<file path="config.mk">
export PLATFORM = sky130hd
export DESIGN_NAME = edd_mul
export DESIGN_NICKNAME = d
export VERILOG_FILES = /design/src/edd_pkg.sv /design/src/edd_mul.sv
export SDC_FILE = /design/constraint.sdc
export NUM_CORES = 1
export LEC_CHECK = 0
export ABC_AREA = 1
export BUFFER_PORTS_ARGS = -buffer_cell sky130_fd_sc_hd__clkbuf_2
export CAP_MARGIN = 30
export CORE_ASPECT_RATIO = 2
export CORE_MARGIN = 2
export CORE_UTILIZATION = 37
export CTS_CLUSTER_SIZE = 8
export DETAILED_ROUTE_END_ITERATION = 16
export GPL_ROUTABILITY_DRIVEN = 0
export HOLD_SLACK_MARGIN = 0.15
export PLACE_DENSITY = 0.64
export SETUP_SLACK_MARGIN = 0.02
export SYNTH_ARGS = -nofsm -noshare
export SYNTH_HDL_FRONTEND = slang
export SYNTH_SLANG_ARGS = --single-unit
</file>
<file path="constraint.sdc">
create_clock -name clk -period 17.42 [get_ports clk]
set_input_delay 1.742 -clock clk [delete_from_list [all_inputs] [get_ports clk]]
set_output_delay 1.742 -clock clk [all_outputs]
set_load 0.02 [all_outputs]
</file>
<file path="src/edd_pkg.sv">
// Package for the error diffusion dither block: widths, codes, state type
// and the share/saturation helpers. No dependencies.
`default_nettype none

package edd_pkg;

    localparam int FRAC_BITS = 16;
    localparam int SAMPLE_W  = 16;
    localparam int LEVEL_W   = 8;
    localparam int VALUE_W   = 17;
    localparam int ERR_W     = 20;
    localparam int V_W       = 22;            // corrected sample and error
    localparam int MA_W      = 23;            // multiplier operand a
    localparam int MB_W      = 18;            // multiplier operand b
    localparam int P_W       = MA_W + MB_W;   // product
    localparam int SUM_W     = 26;            // share arithmetic

    localparam logic [VALUE_W-1:0] ONE = VALUE_W'(1) << FRAC_BITS;

    localparam logic signed [SUM_W-1:0] ERR_MAX = SUM_W'((1 << (ERR_W - 1)) - 1);
    localparam logic signed [SUM_W-1:0] ERR_MIN = SUM_W'(-(1 << (ERR_W - 1)));
    localparam logic signed [SUM_W-1:0] SHARE_RND = SUM_W'(8);

    // diffusion weights in sixteenths
    localparam logic [2:0] K_RIGHT      = 3'd7;
    localparam logic [2:0] K_BELOW_LEFT = 3'd3;
    localparam logic [2:0] K_BELOW      = 3'd5;
    localparam logic [2:0] K_BELOW_RT   = 3'd1;

    // register map, index = paddr[4:2]
    localparam logic [2:0] REG_LINE_WIDTH    = 3'd0;
    localparam logic [2:0] REG_FRAME_HEIGHT  = 3'd1;
    localparam logic [2:0] REG_CHANNEL_COUNT = 3'd2;
    localparam logic [2:0] REG_LEVELS        = 3'd3;
    localparam logic [2:0] REG_LEVEL_STEP    = 3'd4;

    typedef enum logic [1:0] {
        MUL_LEVEL,
        MUL_STEP,
        MUL_ERR
    } mul_op_t;

    typedef struct packed {
        logic    en;
        mul_op_t op;
        logic [2:0] k;
    } mul_req_t;

    typedef enum logic [10:0] {
        S_IDLE  = 11'b000_0000_0001,
        S_SUM   = 11'b000_0000_0010,
        S_MULQ  = 11'b000_0000_0100,
        S_QUANT = 11'b000_0000_1000,
        S_MULV  = 11'b000_0001_0000,
        S_ERR   = 11'b000_0010_0000,
        S_SH7   = 11'b000_0100_0000,
        S_SH3   = 11'b000_1000_0000,
        S_SH5   = 11'b001_0000_0000,
        S_SH1   = 11'b010_0000_0000,
        S_DONE  = 11'b100_0000_0000
    } state_t;

    // (p + 8) >>> 4, rounds to nearest, halves upward
    function automatic logic signed [SUM_W-1:0] share(input logic signed [SUM_W-1:0] p);
        share = (p + SHARE_RND) >>> 4;
    endfunction

    function automatic logic signed [ERR_W-1:0] sat_err(input logic signed [SUM_W-1:0] x);
        logic signed [ERR_W-1:0] r;
        if (x > ERR_MAX) begin
            r = ERR_MAX[ERR_W-1:0];
        end else if (x < ERR_MIN) begin
            r = ERR_MIN[ERR_W-1:0];
        end else begin
            r = x[ERR_W-1:0];
        end
        sat_err = r;
    endfunction

endpackage

`default_nettype wire

</file>
<file path="src/edd_mul.sv">
// Shared multiplier of the dither datapath: operand select per request,
// registered product. Depends on edd_pkg.
`default_nettype none

module edd_mul
    import edd_pkg::*;
(
    input  logic                       clk,
    input  mul_req_t                   req,
    input  logic signed [V_W-1:0]      v,
    input  logic signed [V_W-1:0]      e,
    input  logic [LEVEL_W-1:0]         lv,
    input  logic [LEVEL_W-1:0]         q,
    input  logic [VALUE_W-1:0]         step,
    output logic signed [P_W-1:0]      prod
);

    logic signed [MA_W-1:0] op_a;
    logic signed [MB_W-1:0] op_b;
    logic signed [P_W-1:0]  prod_full;
    logic signed [P_W-1:0]  prod_reg;

    always_comb
    begin
        unique case (req.op)
            MUL_LEVEL:
            begin
                op_a = MA_W'(v);
                op_b = $signed({{(MB_W-LEVEL_W){1'b0}}, lv});
            end
            MUL_STEP:
            begin
                op_a = $signed({{(MA_W-LEVEL_W){1'b0}}, q});
                op_b = $signed({{(MB_W-VALUE_W){1'b0}}, step});
            end
            MUL_ERR:
            begin
                op_a = MA_W'(e);
                op_b = $signed({{(MB_W-3){1'b0}}, req.k});
            end
            default:
            begin
                op_a = '0;
                op_b = '0;
            end
        endcase
    end

    // operands sign-extend to the full product width
    assign prod_full = op_a * op_b;

    always_ff @(posedge clk)
    begin
        if (req.en)
        begin
            prod_reg <= prod_full;
        end
    end

    assign prod = prod_reg;

endmodule

`default_nettype wire

</file>
# Yosys cells after proc, flatten, opt, wreduce, memory -nomap -nowiden
# Index checks and enable logic that the tools add are counted.
[word_totals]
regBits = 41
output_inout_bits = 41
inputBits = 84
[op_classes]
n_reduce_logical = 1
n_mux = 2
multipliers = 1
n_eq_ne = 2
[op_table]
columns = ["op", "count"]
rows = [
  ["23-bit one-hot mux with 3 select lines", 1],
  ["17-bit one-hot mux with 3 select lines", 1],
  ["23-bit by 18-bit multiplier with 41-bit output", 1],
  ["2-bit by 1-bit equality test with 1-bit output (second input constant)", 1],
  ["2-bit equality test (second input constant)", 1],
  ["2-bit zero test", 1],
]

# Depth between registers and ports, before layout
[logic_depth]
depth_word = 3
ltp_mapped = 33
ltp_nobuf = 30

# Worst setup path after synthesis
# Ideal clock, no wire load.
[synth_path]
path_kind = "input to register"
start = "in req[3] (netlist name)"
end = "reg prod_reg[40] (netlist: prod[40]) (data pin)"
setup_time_ns = 0.254
slack_ns = 10.038
path_buffers = 2
arrival_ns = 7.128
cell_stages = 25
cell_sequence = "buf_4 inv_2 buf_4 nand3_1 nand2_1 nand2_1 inv_1 fa_1 inv_1 fa_1 inv_1 fa_1 inv_1 fa_1 fa_1 fa_1 inv_1 ha_1 inv_2 nor3_1 nand2_1 nor2_1 nand3_1 nand4_1 nand2_1"
[synth_via]
elab_chain_len = 3
elab_cells_between_ends = 6
[synth_lines]
columns = ["element", "line_no", "text"]
rows = [
  ["from (decl)", "edd_mul.sv:9", "input mul_req_t req,"],
  ["2-bit equality test, or another cell as far along", "edd_mul.sv:25", "unique case (req.op)"],
  ["23-bit one-hot mux with 3 select lines or 17-bit one-hot mux with 3 select lines (tied branches)", "edd_mul.sv:25", ""],
  ["23-bit by 18-bit multiplier with 41-bit output *", "edd_mul.sv:50", "assign prod_full = op_a * op_b;"],
  ["net prod_full[40]", "edd_mul.sv:20", "logic signed [P_W-1:0] prod_full;"],
  ["to (signal assigned)", "edd_mul.sv:56", "prod_reg <= prod_full;"],
  ["to (decl)", "edd_mul.sv:21", "logic signed [P_W-1:0] prod_reg;"],
]
# The timed path passes the listed nets; every way through them passes the cells marked *.
# A chain may end at the register's enable or synchronous reset.

# Worst setup path after layout
[layout_path]
start = "in req[4] (netlist name)"
end = "reg prod_reg[36] (netlist: prod[36]) (data pin)"
# Same word-level chain as after synthesis.

==> results.cfg <==
[run_status]
outcome = finished, final reports clean

[routing]
ant_nets = 0
dr_wl_met3_mm = 1.493
wire_per_inst_um = 13.62
routed.top_layer = met5
first_iter_violations = 524
wl_met2_mm = 19.48
drcViolationCount = 0
vias = 12310
routed_wl_mm = 37.70
routed_via_density = 4.447
firstDrtPassIters = 6
wl_met1_mm = 16.19

[place]
post-place-ws_ns = 8.365
dpl.hpwl_mm = 32.87
io_buffers = 124

[global_route]
grt_max_degree = 36
grt_pass1_wl_mm = 65.38
groute.usage.overall_pct = 18.03
grt_pass1_vias = 13360
grt-ovfl-total = 0
antenna_found_initial = 2

[floorplan]
num_rows = 108
core_area_sq_um = 43110
die-area_sq_um = 45270
die_h_um = 298.9
initial_utilization_pct = 37.33
ios = 125
die_w_um = 151.5

[synth]
synthArstFlopShare_pct = 0
yosysWarnings = 0
yosys.area.top_type_share_pct = 46.66
synth_top_area_cell = fa_1
synth_edf_count = 41
syn_area_sq_um = 16090
synth_common_cells = inv_1, nand2_1, fa_1
netlist_instances = 1982
synth_cell_type_count = 31
synthFlopType = edfxtp_1
yosysSeqAreaShare_pct = 7.652
syn_area_per_cell_sq_um = 8.118
yosys.cell_count.top_type = inv_1
ys_top_cells_by_area = fa_1, inv_1, nand2_1
ys_ff_latch = 41

[hold_path]
worst_hold_path.endpoint = prod[5]
hold_path_class = in -> reg
hold_depth = 1
hp-start = req[5]

[worst_setup_path]
cp-startpoint = req[4]
crit_arrival_ns = 8.86
crit_path_start_kind = input port
critPathCaptureType = flop
critPathRequiredTime_ns = 17.48
critPathKind = in -> reg
cp_max_fo = 27

[clocking]
clk_root_buffer_cell = clkbuf_16
cts.path.max_buffers = 2
clkTransAtPathRegs_ns = 0.07
tritoncts = yes
cts_setup_buffers = 0
holdBufCountCts = 0
cts.sinks = 41
cts_resized = 0
cts_max_level = 2
cts_inserted_buffers = 5

[layout]
final_nets = 2774
nFillCells = 4375
diodes = 0
layout-drive-gt1-share_pct = 8.976
largest_register_ffs = 41
syn2layout_area_growth_pct = 11.45

[sta]
tightest_slew_ns = 1.078
maxSlewHeadroom_pct = 27.93
fmax_mhz = 113.6
timing.final.crit_share_pct = 50.52
hold_violations = 0
tns_ns = 0
rsz0062_at_grt = no
final.min_clock_period_ns = 8.801
finalSetupViolCount = 0
setup_ws_ns = 8.619
slew_viol_final = 0

[job]
maxCapViolCount = 0
-- metal layers --
layer | GRT usage, % | vias to the layer above
met5 | 0 | -
met4 | 2.670 | 4
met3 | 1.206 | 40
met2 | 32.59 | 306
met1 | 24.05 | 6035
li1 | - | 5920
-- cell families (layout without fill, tap and decap cells) --
family	count (synthesis)	count (layout)	synth area share, %
adders and majority gates	474	474	54.35
other	2	135	0.04667
AOI/OAI and AO/OA	47	47	1.718
and+or+nand+nor	715	715	18.76
DFF	41	41	7.652
buffers and inverters	684	786	16.44
xor gates and xnor gates	19	19	1.034
-- critical path, cell delays in order --
cell      delay, ns
clkbuf_2       0.47
nor2_2         0.18
buf_4          0.26
nand2_1        0.10
nand2_1        0.56
nand2_1        0.33
inv_1          0.12
fa_1           0.73
inv_1          0.11
fa_1           0.54
inv_1          0.30
fa_1           0.51
fa_1           0.53
fa_1           0.49
inv_1          0.05
fa_1           0.47
inv_1          0.04
ha_1           0.38
nand2_1        0.13
nor2_1         0.19
nand2_1        0.10
nor4_1         0.20
nand2_1        0.14
nand3_1        0.10
nand2_1        0.05
-- cell usage in the layout, fill, tap and decap left out, types with 2 or more instances in the layout --
cell / n
nand4_1: 8
a21oi_2: 3
nor4_1: 2
clkbuf_16: 5
nor2_1: 53
conb_1: 135
a21o_1: 3
xor2_1: 16
buf_16: 2
nand2_1: 516
nor3_1: 5
xnor2_1: 3
nor2_2: 19
nand3_1: 81
o21ai_1: 2
nor2_4: 4
nand2_2: 10
clkinv_2: 2
fa_1: 375
clkbuf_2: 124
inv_1: 636
ha_1: 99
edfxtp_1: 41
nand3b_1: 4
inv_2: 12
a21oi_1: 27
o21bai_1: 9
nand3_2: 11
o21ai_0: 3
-- layout make-up --
class                      count  area, sq um  area share (%)
sequential                    41         1231           6.866
multi-input combinational   1390        12710           70.90
timing repair buffer         129        718.2           4.005
tap                          550        688.2           3.838
clock inverter                 3        17.52         0.09768
inverter                     649         2439           13.60
clock buffer                   5        125.1          0.6977
-- per-stage QoR --
stage	std cells	hold slack (ns)	area, sq um	util (%)
6_report	2767	1.818	17930	41.60
5_1_grt	2767	1.839	17930	41.60
4_1_cts	2764	1.823	17860	41.44
3_5_place_dp	2756	2.113	17720	41.11
3_3_place_gp	2755	2.194	17700	41.06
2_1_floorplan	2115	1.855	16590	-
-- worst max-delay path by stage --
stage                    end  depth (start not counted)
finish              prod[36]                         25
global route        prod[40]                         25
CTS                 prod[40]                         26
detailed placement  prod[40]                         26
global placement    prod[40]                         26
floorplan           prod[40]                         25
Power is not shown: default switching activity piles up to over one toggle a cycle in this logic, so the estimate is an artifact.
